--- src/rtl/window_denoise_filter_3x3_assert.svh ---
// assertion macros for the 3x3 window denoise filter
`ifndef WINDOW_DENOISE_FILTER_3X3_ASSERT_SVH
`define WINDOW_DENOISE_FILTER_3X3_ASSERT_SVH

// condition must hold at every edge outside reset
`define WDF_ASSERT_ALWAYS(label, clk, rst_n, expr, msg) \
    label: assert property (@(posedge clk) disable iff (!rst_n) (expr)) else $error(msg);

// consequent must hold in the same cycle as the antecedent
`define WDF_ASSERT_IMPLY(label, clk, rst_n, ante, cons, msg) \
    label: assert property (@(posedge clk) disable iff (!rst_n) (ante) |-> (cons)) else $error(msg);

// consequent must hold in the cycle after the antecedent
`define WDF_ASSERT_NEXT(label, clk, rst_n, ante, cons, msg) \
    label: assert property (@(posedge clk) disable iff (!rst_n) (ante) |=> (cons)) else $error(msg);

`endif

--- src/rtl/wdf_pkg.sv ---
// shared types and constants of the 3x3 window denoise filter
package wdf_pkg;

    localparam int PIX_BITS      = 8;
    localparam int NEAREST_COUNT = 5;
    localparam int MAX_HEIGHT    = 1024;
    localparam int LINE_BITS     = 10;
    localparam int HEIGHT_BITS   = 11;
    localparam int CFG_BITS      = 11;
    localparam int CFG_IDX_BITS  = 2;
    localparam int SUM_BITS      = 11;
    localparam int MED_RANK_BITS = 4;
    localparam int KNN_RANK_BITS = 3;
    localparam int KNN_SHIFT     = 20;
    localparam int KNN_MULT      = ((1 << KNN_SHIFT) + NEAREST_COUNT - 1) / NEAREST_COUNT;
    localparam int QUEUE_DEPTH   = 4;
    localparam int QPTR_BITS     = 2;
    localparam int QCNT_BITS     = 3;

    localparam logic [CFG_BITS-1:0] RESET_WIDTH  = 11'd640;
    localparam logic [CFG_BITS-1:0] RESET_HEIGHT = 11'd480;

    typedef logic [PIX_BITS-1:0] t_pixel;

    typedef enum logic [1:0] {
        MODE_MEAN   = 2'd0,
        MODE_MEDIAN = 2'd1,
        MODE_KNN    = 2'd2,
        MODE_PASS   = 2'd3
    } t_mode;

    typedef enum logic [CFG_IDX_BITS-1:0] {
        CFG_FILTER_MODE  = 2'd0,
        CFG_FRAME_WIDTH  = 2'd1,
        CFG_FRAME_HEIGHT = 2'd2
    } t_cfg_idx;

    typedef enum logic {
        REQ_PIXEL = 1'b0,
        REQ_DRAIN = 1'b1
    } t_req;

    typedef struct packed {
        t_pixel [8:0] win;
        logic         border;
        logic         first;
        logic         last;
    } t_win_item;

endpackage

--- src/rtl/wdf_queue.sv ---
// short queue of windows between front end and filter
module wdf_queue (
    input  logic                          i_clk,
    input  logic                          i_rst_n,
    input  logic                          i_push,
    input  wdf_pkg::t_win_item            i_item,
    input  logic                          i_pop,
    output wdf_pkg::t_win_item            o_head,
    output logic                          o_not_empty,
    output logic [wdf_pkg::QCNT_BITS-1:0] o_count
);
    import wdf_pkg::*;

    t_win_item             r_mem [QUEUE_DEPTH];
    logic [QPTR_BITS-1:0]  r_wr_ptr, r_rd_ptr;
    logic [QCNT_BITS-1:0]  r_count;
    logic                  do_pop;

    assign do_pop = i_pop && (r_count != '0);

    always_ff @(posedge i_clk) begin
        if (!i_rst_n) begin
            r_wr_ptr <= '0;
            r_rd_ptr <= '0;
            r_count  <= '0;
        end else begin
            if (i_push) begin
                r_wr_ptr <= r_wr_ptr + QPTR_BITS'(1);
            end
            if (do_pop) begin
                r_rd_ptr <= r_rd_ptr + QPTR_BITS'(1);
            end
            case ({i_push, do_pop})
                2'b10:   r_count <= r_count + QCNT_BITS'(1);
                2'b01:   r_count <= r_count - QCNT_BITS'(1);
                default: r_count <= r_count;
            endcase
        end
    end

    always_ff @(posedge i_clk) begin
        if (i_push) begin
            r_mem[r_wr_ptr] <= i_item;
        end
    end

    assign o_head      = r_mem[r_rd_ptr];
    assign o_not_empty = (r_count != '0);
    assign o_count     = r_count;

endmodule

--- config.mk ---
export PLATFORM = sky130hd
export DESIGN_NAME = wdf_queue
export DESIGN_NICKNAME = d
export VERILOG_FILES = /design/src/rtl/window_denoise_filter_3x3_assert.svh /design/src/rtl/wdf_pkg.sv /design/src/rtl/wdf_queue.sv
export SDC_FILE = /design/constraint.sdc
export NUM_CORES = 1
export LEC_CHECK = 0
export ABC_AREA = 0
export BUFFER_PORTS_ARGS = -buffer_cell sky130_fd_sc_hd__buf_4
export CAP_MARGIN = 5
export CORE_MARGIN = 3
export CORE_UTILIZATION = 40
export DETAILED_ROUTE_END_ITERATION = 8
export GPL_ROUTABILITY_DRIVEN = 1
export GPL_TIMING_DRIVEN = 0
export SLEW_MARGIN = 10
export SYNTH_ARGS = -nofsm -noshare
export SYNTH_HDL_FRONTEND = slang
export SYNTH_SLANG_ARGS = --single-unit
--- constraint.sdc ---
create_clock -name i_clk -period 4.48 [get_ports i_clk]
set_input_delay 0.448 -clock i_clk [delete_from_list [all_inputs] [get_ports i_clk]]
set_output_delay 0.448 -clock i_clk [all_outputs]
set_load 0.05 [all_outputs]
# After elaboration in Yosys (flattened, before gate mapping)
# Memory sizes are Yosys's and may differ from the RTL's. A register that Yosys moved wholly into a read port is not among the register bits.
# Cells that the tools add are included.
# Widths: inputs -> output; s select.
[word_totals]
register_bits = 7
latchBits = 0
ram_bits = 300
romBits = 0
word_cells = 18
memories = 1
[op_classes]
add_sub_neg = 4
multipliers = 0
div_mod_pow = 0
order_cmp = 0
n_eq_ne = 2
shifts = 0
mux = 5
bitwise_logic = 0
reduce_logical = 3
[mem_list]
columns = ["name", "depth", "width", "read_ports", "rd_clocked_by_memory_dff", "wr", "line", "source"]
rows = [
  ["r_mem", 4, 75, 1, 1, 1, "wdf_queue.sv:14", "t_win_item r_mem [QUEUE_DEPTH];"],
]
[op_table]
columns = ["op", "n"]
rows = [
  ["$pmux 3 s2", 1],
  ["$add 2x1->2 const B", 2],
  ["$mux 2", 2],
  ["$add 3x1->3 const B", 1],
  ["$reduce_bool 3->1", 1],
  ["$sub 3x1->3 const B", 1],
  ["$eq 2x1->1 const B", 1],
  ["$eq 2x2->1 const B", 1],
  ["$mux 1", 2],
  ["$reduce_bool 2->1", 1],
  ["$logic_and 1x1->1", 1],
]

# Longest topological paths before layout
[depth]
ltp_word = 4
mapped_depth = 7

# Worst setup path after synthesis
# OpenSTA, ideal clock, no wires.
[synth_timing]
path_kind = "flip-flop to flip-flop"
start = "reg r_wr_ptr[0]"
end = "mem r_mem[0][0] (netlist name), enable pin"
arrival_time_ns = 2.292
setup_slack_ns = 1.746
stages_incl_launch_ff = 4
path_buffers = 0
synth_period_minus_slack_ns = 2.734
path_cell_list = "dfxtp_1 > inv_1 > ha_1 > and2_1"
[synth_lines]
columns = ["item", "line", "source"]
rows = [
  ["from (decl)", "wdf_queue.sv:15", "logic [QPTR_BITS-1:0] r_wr_ptr, r_rd_ptr;"],
  ["from (signal assigned)", "wdf_queue.sv:28", "r_wr_ptr <= r_wr_ptr + QPTR_BITS'(1);"],
  ["to (decl)", "wdf_queue.sv:14", ""],
]
# No word-level cell before the write port.

==> results by group <==
Floorplanning
  – I/O pin cnt: 158
  – Die H: 174 µm
  – Die span in x: 174 µm
  – Die area: 30200 µm²
  – Row cnt: 60
  – Initial core utilization: 41.3%
  – Placeable Area: 27300 µm²

Route
  – Residual DRC: 0
  – Routed Antenna Nets: 0
  – DRT iter0 DRCs: 294
  – Vias: 5138
  – Overall routed net length: 21.1 mm
  – Drt wl/cell: 20.5 µm
  – DRT Pass-1 Iters: 4
  – Via density: 5.01

Timing
  – Hold Fails Final Rpt: 0
  – # setup viols final: 0
  – Peak Freq: 386 MHz
  – Slew @ Worst Pin: 712 ps
  – Sum Neg Setup Slack: 0 ps
  – Period utilization: 57.8%
  – Tmin final: 2590 ps
  – Worst Skew: 6.15 ps
  – Max-slew violation count: 0
  – Max-slew headroom: 52.5%
  – Unrepaired setup endpoints after global routing: false

Clock network
  – H-Tree Level Count: 1
  – CTS buffer count: 31
  – Clk Tree Root Cell: clkbuf_16
  – Reg clk slew, reported paths: 60 ps
  – Sink Count: 309
  – Max clock buf depth: 3
  – Post-CTS Hold Fix Bufs: 0
  – Clk_lat worst skew: 540 ps
  – CTS-repair resized insts: 0
  – TritonCTS clock tree: done
  – Post-CTS Setup Repair Bufs: 0

Place
  – Dpl cells: 970
  – Detailed Place HPWL: 13.1 mm
  – I/O Buffers: 157
  – Routability cong.: 0.711

Setup path
  – Crit-path cells: buf_2 -> buf_2 -> mux4_2 -> buf_4
  – Crit-path max FO: 10
  – CP Buf/Inv Count: 3
  – Crit-path leading delay family: buffers and inverters
  – Critical path's slowest cell: mux4_2
  – Worst Setup Path Type: register to output pin
  – CP required: 4030 ps
  – Worst path arrival time: 2140 ps
  – Critical path's largest stage delay: 380 ps
  – Critical R2R Launch: o_count[0]
  – Most used cell, CP: buf_2
  – CP Launch Type: register
  – CP Capture Type: output pin

Yosys
  – Synth Area in XOR/XNOR: 0.388%
  – Mapped Area: 11300 µm²
  – Syn_nets: 522
  – Adder-cell area share of the yosys netlist: 0.732%
  – Post-Syn Instances: 437
  – Sequential area share after synthesis: 81.5%
  – FF+latch count, synth: 309
  – Synth Warn #: 0
  – Multiplexer share of the synthesized area: 15.1%
  – Compound-cell area share of the yosys netlist: 0.311%
  – Post-Syn Area per Cell: 25.8 µm²
  – Largest family of logic cells by synthesized area: multiplexers
  – Synth cell types: 21
  – Simple-Gate Fraction of Synth Area: 0.754%

Power
  – Max rail drop VDD: 0.604 mV
  – Leakage: 4.71 nW
  – Pwr per Cell Area: 573 nW/µm²

Final layout
  – Area of the multi-input gates: 1960 µm²
  – FF+latch area: 9190 µm²
  – Layout Cells excl Fill: 1026
  – ANT cells: 0
  – Final net count: 716
  – # fillers: 2193
  – Layout area overhead: 24.3%
  – Layout cells sized above 1: 45.0%

Global route
  – Largest net degree at the start of global routing: 48
  – Initial antenna violation count: 0
  – Number of global-route vias before repair: 5726
  – First-pass GRT wire length: 32.7 mm
  – Total GRT Usage: 13.9%
  – GRT overflow: 0

Hold path
  – Hold/Removal Path Class: primary input to register
  – HP Start: i_item[11]

Run status
  – Status: completed

Run
  – Max cap viols: 0
==> cell usage after synthesis (all sizes together) <==
| cell type | count | area [µm²] |
|---|---|---|
| edfxtp | 300 | 9010 |
| mux4 | 75 | 1690 |
| buf | 14 | 113 |
| dfxtp | 9 | 180 |
| and2 | 8 | 50.1 |
| inv | 6 | 22.5 |
| ha | 5 | 62.6 |
| nor2b | 3 | 18.8 |
| xnor2 | 3 | 26.3 |
| clkbuf | 2 | 7.51 |
| o21ai | 2 | 10.0 |
| or3 | 2 | 12.5 |
| xor2 | 2 | 17.5 |
| a21boi | 1 | 7.51 |
| fa | 1 | 20.0 |
| mux2i | 1 | 10.0 |
| nand2 | 1 | 3.75 |
| o311ai | 1 | 8.76 |
| o31a | 1 | 8.76 |
==> final timing paths <==
path | endpoint | slack, ps | depth (start not counted)
min reg2reg | r_rd_ptr[0] | 580 | 2
max reg2reg | o_count[2] | 2420 | 7
max | o_head[42] | 1890 | 4
min | r_mem[3][11] | 100 | 1
==> kinds of logic (layout without fill, tap and decap cells) <==
group,Yosys count,after routing
AND/OR/NAND/NOR,14,14
flip-flops,309,309
XOR/XNOR,5,5
AO/OA/AOI/OAI,5,5
buffers and inverters,22,239
multiplexers,76,76
adder cells (fa/ha/maj),6,6
==> state kept, by name (all words and copies together) (netlist names), named ones only <==
name	cells
r_mem	300
o_count	3
r_rd_ptr	2
r_wr_ptr	2
==> stage by stage <==
stage / setup WS (ps) / cell area [µm²] / util, % / hold WS (ps) / power, mW
after floorplan: 1750 / 11300 / - / 526 / 5.02
after global placement: 189 / 12900 / 47.3 / 511 / 5.64
after detailed placement: 2370 / 13000 / 47.7 / 557 / 5.66
after CTS: 1810 / 14000 / 51.3 / 73.2 / 8.15
after global routing: 1760 / 14000 / 51.3 / 80.9 / 8.36
final: 1890 / 14000 / 51.3 / 103 / 8.03
==> power breakdown <==
| group | internal (mW) | total (mW) | switching, mW | leakage, nW |
|---|---|---|---|---|
| combinational | 0.806 | 2.18 | 1.38 | 1.40 |
| sequential | 3.33 | 3.38 | 0.0514 | 2.83 |
| clock | 1.49 | 2.46 | 0.976 | 0.480 |
| total | 5.63 | 8.03 | 2.40 | 4.71 |
==> layer usage <==
metal,vias to the layer above,track usage [%],routed length (µm)
met3,39,3.25,1270
li1,2265,-,-
met4,0,3.65,547
met5,-,0,0
met1,2675,17.6,8420
met2,159,24.2,10800
==> final cells by class <==
type                    count  area share, %
clock buffers              39           5.75
flip-flops and latches    309           65.5
inverters                   6          0.161
clock inverters            17           1.25
well taps                 372           3.32
plain buffers              16          0.857
multi-input cells         106           13.9
repair buffers            161           9.19
==> layout by cell type (no fill, tap or decap) <==
cell / netlist / final
edfxtp_1: 300 / 300
buf_4: 2 / 159
mux4_2: 75 / 75
clkbuf_16: 0 / 31
clkbuf_1: 2 / 10
dfxtp_1: 9 / 9
clkinv_1: 0 / 8
inv_1: 6 / 6
buf_6: 6 / 6
buf_2: 6 / 6
ha_1: 5 / 5
clkinv_2: 0 / 5
and2_4: 0 / 4
and2_1: 8 / 4
bufinv_16: 0 / 4
buf_16: 0 / 4
xnor2_1: 3 / 3
nor2b_1: 3 / 3
or3_1: 2 / 2
xor2_1: 2 / 2
o21ai_0: 2 / 2
o31a_1: 1 / 1
nand2_1: 1 / 1
o311ai_1: 1 / 1
mux2i_1: 1 / 1
a21boi_0: 1 / 1
fa_1: 1 / 1
No activity file was read; power rests on OpenSTA's default activity.
