### src/rtl/window_denoise_filter_3x3_assert.svh
// assertion macros for the 3x3 window denoise filter
`ifndef WINDOW_DENOISE_FILTER_3X3_ASSERT_SVH
`define WINDOW_DENOISE_FILTER_3X3_ASSERT_SVH

// condition must hold at every edge outside reset
`define WDF_ASSERT_ALWAYS(label, clk, rst_n, expr, msg) \
    label: assert property (@(posedge clk) disable iff (!rst_n) (expr)) else $error(msg);

// consequent must hold in the same cycle as the antecedent
`define WDF_ASSERT_IMPLY(label, clk, rst_n, ante, cons, msg) \
    label: assert property (@(posedge clk) disable iff (!rst_n) (ante) |-> (cons)) else $error(msg);

// consequent must hold in the cycle after the antecedent
`define WDF_ASSERT_NEXT(label, clk, rst_n, ante, cons, msg) \
    label: assert property (@(posedge clk) disable iff (!rst_n) (ante) |=> (cons)) else $error(msg);

`endif

### src/rtl/wdf_pkg.sv
// shared types and constants of the 3x3 window denoise filter
package wdf_pkg;

    localparam int PIX_BITS      = 8;
    localparam int NEAREST_COUNT = 5;
    localparam int MAX_HEIGHT    = 1024;
    localparam int LINE_BITS     = 10;
    localparam int HEIGHT_BITS   = 11;
    localparam int CFG_BITS      = 11;
    localparam int CFG_IDX_BITS  = 2;
    localparam int SUM_BITS      = 11;
    localparam int MED_RANK_BITS = 4;
    localparam int KNN_RANK_BITS = 3;
    localparam int KNN_SHIFT     = 20;
    localparam int KNN_MULT      = ((1 << KNN_SHIFT) + NEAREST_COUNT - 1) / NEAREST_COUNT;
    localparam int QUEUE_DEPTH   = 4;
    localparam int QPTR_BITS     = 2;
    localparam int QCNT_BITS     = 3;

    localparam logic [CFG_BITS-1:0] RESET_WIDTH  = 11'd640;
    localparam logic [CFG_BITS-1:0] RESET_HEIGHT = 11'd480;

    typedef logic [PIX_BITS-1:0] t_pixel;

    typedef enum logic [1:0] {
        MODE_MEAN   = 2'd0,
        MODE_MEDIAN = 2'd1,
        MODE_KNN    = 2'd2,
        MODE_PASS   = 2'd3
    } t_mode;

    typedef enum logic [CFG_IDX_BITS-1:0] {
        CFG_FILTER_MODE  = 2'd0,
        CFG_FRAME_WIDTH  = 2'd1,
        CFG_FRAME_HEIGHT = 2'd2
    } t_cfg_idx;

    typedef enum logic {
        REQ_PIXEL = 1'b0,
        REQ_DRAIN = 1'b1
    } t_req;

    typedef struct packed {
        t_pixel [8:0] win;
        logic         border;
        logic         first;
        logic         last;
    } t_win_item;

endpackage

### src/rtl/wdf_out_if.sv
// output channel: filtered pixels with frame markers
interface wdf_out_if;
    logic             valid;
    logic             ready;
    wdf_pkg::t_pixel  pixel_out;
    logic             frame_first;
    logic             frame_last;

    modport source (output valid, output pixel_out, output frame_first, output frame_last,
                    input ready);
    modport sink (input valid, input pixel_out, input frame_first, input frame_last,
                  output ready);
endinterface

### src/rtl/wdf_back.sv
// back end: ranking, selection, division and output register
module wdf_back (
    input  logic                 i_clk,
    input  logic                 i_rst_n,
    input  wdf_pkg::t_mode       i_mode,
    input  wdf_pkg::t_win_item   i_head,
    input  logic                 i_not_empty,
    output logic                 o_pop,
    wdf_out_if.source            o_out
);
    import wdf_pkg::*;

    logic adv;

    // stage 1: ranks
    logic                      r_s1_valid;
    t_win_item                 r_s1_item;
    logic [MED_RANK_BITS-1:0]  r_s1_med_rank [9];
    logic [KNN_RANK_BITS-1:0]  r_s1_knn_rank [8];
    logic [SUM_BITS-1:0]       r_s1_nsum;
    logic [MED_RANK_BITS-1:0]  med_rank [9];
    logic [KNN_RANK_BITS-1:0]  knn_rank [8];
    logic [SUM_BITS-1:0]       nsum;
    t_pixel                    nb [8];
    logic [2*PIX_BITS-1:0]     key [8];
    t_pixel                    ctr;

    // stage 2: selection
    logic                      r_s2_valid;
    logic                      r_s2_border, r_s2_first, r_s2_last;
    t_pixel                    r_s2_center, r_s2_mean, r_s2_median;
    logic [SUM_BITS-1:0]       r_s2_knn_sum;
    t_pixel                    med_sel;
    logic [SUM_BITS-1:0]       knn_sum;

    // output stage
    logic                      r_o_valid;
    t_pixel                    r_o_pixel;
    logic                      r_o_first, r_o_last;
    logic [31:0]               knn_prod;
    t_pixel                    knn_val;
    t_pixel                    res;

    assign adv   = !r_o_valid || o_out.ready;
    assign o_pop = adv && i_not_empty;

    always_comb begin
        logic [MED_RANK_BITS-1:0] mcnt;
        logic [KNN_RANK_BITS-1:0] kcnt;
        t_pixel gap;
        ctr  = i_head.win[4];
        nsum = '0;
        for (int i = 0; i < 9; i++) begin
            mcnt = '0;
            for (int j = 0; j < 9; j++) begin
                if (j != i) begin
                    if ((i_head.win[j] < i_head.win[i]) ||
                        ((i_head.win[j] == i_head.win[i]) && (j < i))) begin
                        mcnt = mcnt + MED_RANK_BITS'(1);
                    end
                end
            end
            med_rank[i] = mcnt;
        end
        for (int k = 0; k < 8; k++) begin
            nb[k]  = (k < 4) ? i_head.win[k] : i_head.win[k+1];
            gap    = (nb[k] > ctr) ? (nb[k] - ctr) : (ctr - nb[k]);
            key[k] = {gap, nb[k]};
            nsum   = nsum + SUM_BITS'(nb[k]);
        end
        for (int k = 0; k < 8; k++) begin
            kcnt = '0;
            for (int j = 0; j < 8; j++) begin
                if (j != k) begin
                    if ((key[j] < key[k]) || ((key[j] == key[k]) && (j < k))) begin
                        kcnt = kcnt + KNN_RANK_BITS'(1);
                    end
                end
            end
            knn_rank[k] = kcnt;
        end
    end

    always_comb begin
        med_sel = '0;
        knn_sum = '0;
        for (int i = 0; i < 9; i++) begin
            if (r_s1_med_rank[i] == MED_RANK_BITS'(4)) begin
                med_sel = med_sel | r_s1_item.win[i];
            end
        end
        for (int k = 0; k < 8; k++) begin
            if (32'(r_s1_knn_rank[k]) < NEAREST_COUNT) begin
                knn_sum = knn_sum + SUM_BITS'((k < 4) ? r_s1_item.win[k] : r_s1_item.win[k+1]);
            end
        end
    end

    assign knn_prod = 32'(r_s2_knn_sum) * 32'(KNN_MULT);
    assign knn_val  = knn_prod[KNN_SHIFT +: PIX_BITS];

    always_comb begin
        if (r_s2_border) begin
            res = r_s2_center;
        end else begin
            unique case (i_mode)
                MODE_MEAN:   res = r_s2_mean;
                MODE_MEDIAN: res = r_s2_median;
                MODE_KNN:    res = knn_val;
                MODE_PASS:   res = r_s2_center;
                default:     res = r_s2_center;
            endcase
        end
    end

    always_ff @(posedge i_clk) begin
        if (!i_rst_n) begin
            r_s1_valid <= 1'b0;
            r_s2_valid <= 1'b0;
            r_o_valid  <= 1'b0;
        end else if (adv) begin
            r_s1_valid <= i_not_empty;
            r_s2_valid <= r_s1_valid;
            r_o_valid  <= r_s2_valid;
        end
    end

    always_ff @(posedge i_clk) begin
        if (adv) begin
            r_s1_item     <= i_head;
            r_s1_med_rank <= med_rank;
            r_s1_knn_rank <= knn_rank;
            r_s1_nsum     <= nsum;
            r_s2_border   <= r_s1_item.border;
            r_s2_first    <= r_s1_item.first;
            r_s2_last     <= r_s1_item.last;
            r_s2_center   <= r_s1_item.win[4];
            r_s2_mean     <= r_s1_nsum[SUM_BITS-1:3];
            r_s2_median   <= med_sel;
            r_s2_knn_sum  <= knn_sum;
            r_o_pixel     <= res;
            r_o_first     <= r_s2_first;
            r_o_last      <= r_s2_last;
        end
    end

    assign o_out.valid       = r_o_valid;
    assign o_out.pixel_out   = r_o_pixel;
    assign o_out.frame_first = r_o_first;
    assign o_out.frame_last  = r_o_last;

endmodule

### src/flat_wrapper.sv
// flat-port wrapper written by rule: the top's interface ports become plain ports
module wdf_back_flat import wdf_pkg::*;
  (i_clk, i_rst_n, i_mode, i_head, i_not_empty, o_pop, o_out_valid, o_out_pixel_out, o_out_frame_first, o_out_frame_last, o_out_ready);
  wdf_out_if o_out_i ();
  input  logic i_clk;
  input  logic i_rst_n;
  input  wdf_pkg::t_mode i_mode;
  input  wdf_pkg::t_win_item i_head;
  input  logic i_not_empty;
  output logic o_pop;
  output wire logic [$bits(o_out_i.valid)-1:0] o_out_valid;
  output wire logic [$bits(o_out_i.pixel_out)-1:0] o_out_pixel_out;
  output wire logic [$bits(o_out_i.frame_first)-1:0] o_out_frame_first;
  output wire logic [$bits(o_out_i.frame_last)-1:0] o_out_frame_last;
  input wire logic [$bits(o_out_i.ready)-1:0] o_out_ready;
  assign o_out_valid = o_out_i.valid;
  assign o_out_pixel_out = o_out_i.pixel_out;
  assign o_out_frame_first = o_out_i.frame_first;
  assign o_out_frame_last = o_out_i.frame_last;
  assign o_out_i.ready = o_out_ready;
  wdf_back u_core (.i_clk(i_clk), .i_rst_n(i_rst_n), .i_mode(i_mode), .i_head(i_head), .i_not_empty(i_not_empty), .o_pop(o_pop), .o_out(o_out_i));
endmodule
### config.mk
export PLATFORM = sky130hd
export DESIGN_NAME = wdf_back_flat
export DESIGN_NICKNAME = d
export VERILOG_FILES = /design/src/rtl/window_denoise_filter_3x3_assert.svh /design/src/rtl/wdf_pkg.sv /design/src/rtl/wdf_out_if.sv /design/src/rtl/wdf_back.sv /design/src/flat_wrapper.sv
export SDC_FILE = /design/constraint.sdc
export NUM_CORES = 2
export LEC_CHECK = 0
export ABC_AREA = 0
export ABC_CLOCK_PERIOD_IN_PS = 12300
export CAP_MARGIN = 20
export CORE_ASPECT_RATIO = 1.5
export CORE_UTILIZATION = 42
export DETAILED_ROUTE_END_ITERATION = 16
export DONT_BUFFER_PORTS = 1
export GPL_TIMING_DRIVEN = 1
export PLACE_DENSITY_LB_ADDON = 0.3
export SYNTH_ARGS = -nofsm -noshare
export SYNTH_HDL_FRONTEND = slang
export SYNTH_SLANG_ARGS = --single-unit
### constraint.sdc
create_clock -name i_clk -period 12.3 [get_ports i_clk]
set_clock_uncertainty 0.1 [all_clocks]
set_input_delay 2.46 -clock i_clk [delete_from_list [all_inputs] [get_ports i_clk]]
set_output_delay 2.46 -clock i_clk [all_outputs]
set_load 0.02 [all_outputs]
## Word-level counts from Yosys, hierarchy flattened

Index checks and enable logic that the tools add are counted.

- Logic and storage cells: 636
- Flip-flop bits (word level): 197
- Output and inout bits: 12
- Bits of input ports: 81

- Order comparisons: 144
- Eq/ne operators: 76
- $add $sub $neg: 141
- Muxes and demuxes: 155
- Multiply operators: 1
- Reduce and logical (&&, ||, !) cells: 68
- Bitwise logic cells: 8

Operators by type and width:

| kind | count |
|---|---|
| $lt 16x16->1 | 56 |
| $lt 8x8->1 | 72 |
| $eq 16x16->1 | 28 |
| $eq 8x8->1 | 36 |
| $add 4x1->4 const B | 63 |
| $mux 4 | 63 |
| $mux 8 | 19 |
| $add 3x1->3 const B | 48 |
| $mux 3 | 48 |
| $add 11x8->11 | 12 |
| $sub 8x8->8 | 16 |
| $mux 11 | 7 |
| $logic_or 1x1->1 | 65 |
| $gt 8x8->1 | 8 |
| $or 8x8->8 | 8 |
| $eq 4x3->1 const B | 9 |
| $pmux 8 s4 | 1 |
| $mul 11x16->26 const B | 1 |
| $lt 3x3->1 const B | 8 |
| $add 8x8->9 | 2 |
| $mux 1 | 17 |
| $eq 2x2->1 const B | 2 |
| $eq 2x1->1 const B | 1 |
| $logic_not 2->1 | 1 |
| other kinds (2) | 2 |

## Logic depth before layout (Yosys ltp)

- Depth in word-level cells: 18
- Depth in mapped cells: 49
- Depth with buffers taken out: 49

## Worst setup path after synthesis

No wires, ideal clock.

- Path type: in2reg
- Start point: input port i_head[36] in the netlist's numbering
- End point: register u_core.r_s1_knn_rank[14] in the netlist's numbering (data pin)
- Required time: 11.940 ns
- Arrival: 9.411 ns
- Setup slack: 2.529 ns
- Cell stages on the path: 32
- Library setup time: 0.260 ns
- Cells stage by stage: inv_1 fa_1 a21o_1 a21oi_1 o221a_2 nor2_2 mux2_2 o221a_2 a21o_1 a21oi_1 xnor2_1 ha_1 nor3_1 nand2_1 o32a_1 a41oi_1 ha_1 or4_1 and3_1 ha_1 nand3_1 o31ai_1 ha_1 mux2_2 ha_1 mux2_2 ha_1 inv_1 nor2_1 xnor2_1 xnor2_1 xnor2_1

RTL lines:

| what | line | RTL |
|---|---|---|
| from (decl) | flat_wrapper.sv:8 | `input wdf_pkg::t_win_item i_head;` |
| to (signal assigned) | wdf_back.sv:132 | `r_s1_knn_rank <= knn_rank;` |
| to (decl) | wdf_back.sv:19 | `logic [KNN_RANK_BITS-1:0] r_s1_knn_rank [8];` |

==> out/results.ini <==
[timing]
post-route-period-util=0.851
postLayoutSetupSlackWorst_ps=1840
fin_hold_ws_ps=323
maxSlewHeadroom=0.203
slew_viol_final=0
finalCriticalPeriod_ps=10460
rsz0062_at_grt=no
setup-violations-final=0
tightest_slew_ps=1190
fin_setup_tns_ps=0
fmax_ghz=0.0956
hold_viol_final=0

[outcome]
status=finished, final reports clean

[floorplan]
core_area_um2=84900
pin_count=93
die_h_um=360
dieArea_um2=86700
rows=131
die_w_um=241
start_util=0.423

[synth]
synth_ff_type=edfxtp_1
synthCells=3926
syn-mean-instance-area_um2=9.14
async_reset_ff_frac=0
syn-num-nets=4961
syn_area_um2=35900
ys_seq_area_frac=0.161
ys_seq_elements=194
yosysWarnings=0
synth_enable_flop_cells=191
synth.distinct_cells=95

[critical_path]
worst-path-buf-inv=4
worstPathArrival_ps=10670
critical_path.max_stage_delay_ps=670
crit_family=adder cells
start_kind=input port
path_common_cell=ha_1
path_class=input port to flip-flop
crit_path_top_delay_cell=xor2_1
reg2reg_from=u_core.r_s1_knn_rank[22]
worstPathMaxFanout=10
worst-endpoint-required_ps=12510
cp-end-kind=flip-flop
rr_worst_depth=48
r2r_slack_ps=2150
reg2reg_to=u_core.r_s2_knn_sum[10]

[min_path]
hold_path.class=flip-flop to flip-flop
hold_path_end=u_core.o_out.frame_last
hold_depth=0
min_from=u_core.r_s2_last

[clock_network]
cts_root_buf=clkbuf_16
clockBufferDepth=2
cts.htree.levels=4
cts_buffers=17
cts_setup_buffers=0
worst_skew_pair.late_latency_ps=560
cts.sinks=194
clkTransAtPathRegs_ps=90
postCtsHoldBufs=0
post_cts_resize_count=0
cts_tree=done

[global_routing]
grt_pass1_wl_um=210000
global_route.overflow_total=0
grt.total_usage=0.341
grt_max_degree=130
antenna_found_initial=5
grt_pass1_vias=31903

[layout]
nFillCells=8448
layout.nets=5026
final_layout_size_suffix_gt1_frac=0.0689
area_growth_pct=7.29

[route]
vias_per_cell=6.20
vias=31832
ant_nets=0
drc=0
dr.first_iter.drc_count=2318
wire_per_inst_um=28.7
drt_pass1_iterations=8
wirelength_um=147000

[place]
hpwl_um=122000
port_buffers=0
gp_congestion=1.07
place_ws_ps=1490

[run]
cap_violations=0

## state kept, by name (all words and copies together), names as in the netlist
signal	cells
u_core.r_s2_valid	1
u_core.r_s2_mean	8
u_core.o_out.pixel_out	8
u_core.r_s2_first	1
u_core.r_s2_border	1
u_core.r_s2_center	8
u_core.o_out.frame_first	1
u_core.r_s1_knn_rank	24
u_core.r_s1_item	75
u_core.r_s2_median	8
u_core.o_out.valid	1
u_core.r_s1_valid	1
u_core.o_out.frame_last	1
u_core.r_s2_last	1
u_core.r_s1_med_rank	36
u_core.r_s2_knn_sum	11
u_core.r_s1_nsum	8
## worst max-delay path by stage
stage                           from  depth (start not counted)  slack [ps]                        to
after floorplan           i_head[36]                         32        2530  u_core.r_s1_knn_rank[14]
after global placement    i_head[51]                         31        1490   u_core.r_s1_knn_rank[7]
after detailed placement  i_head[51]                         31        1490   u_core.r_s1_knn_rank[7]
after CTS                 i_head[51]                         31        2070   u_core.r_s1_knn_rank[7]
after global routing      i_head[51]                         31        1470   u_core.r_s1_knn_rank[7]
final                     i_head[51]                         31        1840   u_core.r_s1_knn_rank[7]
## cell usage in the layout (no fill, tap or decap), types with 64 or more instances in the layout
cell type,netlist,routed
fa_1,99,99
ha_1,855,855
xnor2_1,178,178
nor2_1,186,186
o21ai_0,171,167
a21oi_1,280,280
inv_1,384,383
a21o_1,175,175
buf_4,0,73
nand4_1,105,105
nand2_1,235,235
o21a_1,68,68
mux2_2,96,96
mux2i_1,64,64
xor2_1,95,95
edfxtp_1,191,191
## logic make-up (layout without fill, tap and decap cells)
| family | after synthesis | count (layout) | share of synthesized area |
|---|---|---|---|
| XOR/XNOR | 294 | 294 | 0.0793 |
| AO/OA/AOI/OAI | 1053 | 1053 | 0.195 |
| AND/OR/NAND/NOR | 858 | 858 | 0.120 |
| buffers and inverters | 412 | 490 | 0.0433 |
| flip-flops | 194 | 194 | 0.161 |
| other | 0 | 4 | 0 |
| adder cells (fa/ha/maj) | 954 | 954 | 0.353 |
| multiplexers | 161 | 161 | 0.0486 |
## per-stage QoR
step / area, µm² / instances / util
3_3_place_gp: 37800 / 5098 / 0.445
6_report: 38500 / 5138 / 0.454
3_5_place_dp: 37800 / 5100 / 0.446
5_1_grt: 38500 / 5134 / 0.454
2_1_floorplan: 35900 / 3926 / -
4_1_cts: 38500 / 5132 / 0.453
## routing by layer
metal / part of all wire / global-route usage / wire (µm)
met5: 0.000081 / 0 / 12
met4: 0.12 / 0.335 / 17100
met3: 0.066 / 0.0738 / 9760
met2: 0.47 / 0.573 / 69500
met1: 0.35 / 0.343 / 51000
## final cells by class
type,count,area (µm²),share of cell area
tap,1130,1410,0.0367
multi-input combinational,3320,28600,0.743
sequential,194,5800,0.150
timing repair buffer,74,562,0.0146
antenna,4,10.0,0.000260
clock inverter,15,231,0.00601
clock buffer,17,425,0.0110
inverter,384,1450,0.0376
## synth_stat cells (12+ instances only)
master | number | area, µm²
ha_1 | 855 | 10700
inv_1 | 384 | 1440
a21oi_1 | 280 | 1400
nand2_1 | 235 | 882
edfxtp_1 | 191 | 5740
nor2_1 | 186 | 698
xnor2_1 | 178 | 1560
a21o_1 | 175 | 1310
o21ai_0 | 171 | 856
nand4_1 | 105 | 657
fa_1 | 99 | 1980
mux2_2 | 96 | 1080
xor2_1 | 95 | 832
o21a_1 | 68 | 510
mux2i_1 | 64 | 641
nand3_1 | 62 | 310
nor2b_1 | 52 | 325
nor3_1 | 45 | 225
nand2b_1 | 40 | 250
a31oi_1 | 33 | 206
o21ai_1 | 31 | 155
and2_1 | 30 | 188
a211oi_1 | 27 | 203
o211ai_1 | 22 | 165
o21bai_1 | 22 | 165
clkbuf_1 | 21 | 78.8
o31ai_1 | 21 | 158
or2_2 | 19 | 119
o22ai_1 | 18 | 113
and3_1 | 16 | 100
a221oi_1 | 14 | 123
a22oi_1 | 13 | 97.6
nor4b_1 | 12 | 105
Power is left out: the tool's default activity adds up to more than one toggle a clock period on the data nets, which glitch-free logic cannot reach.
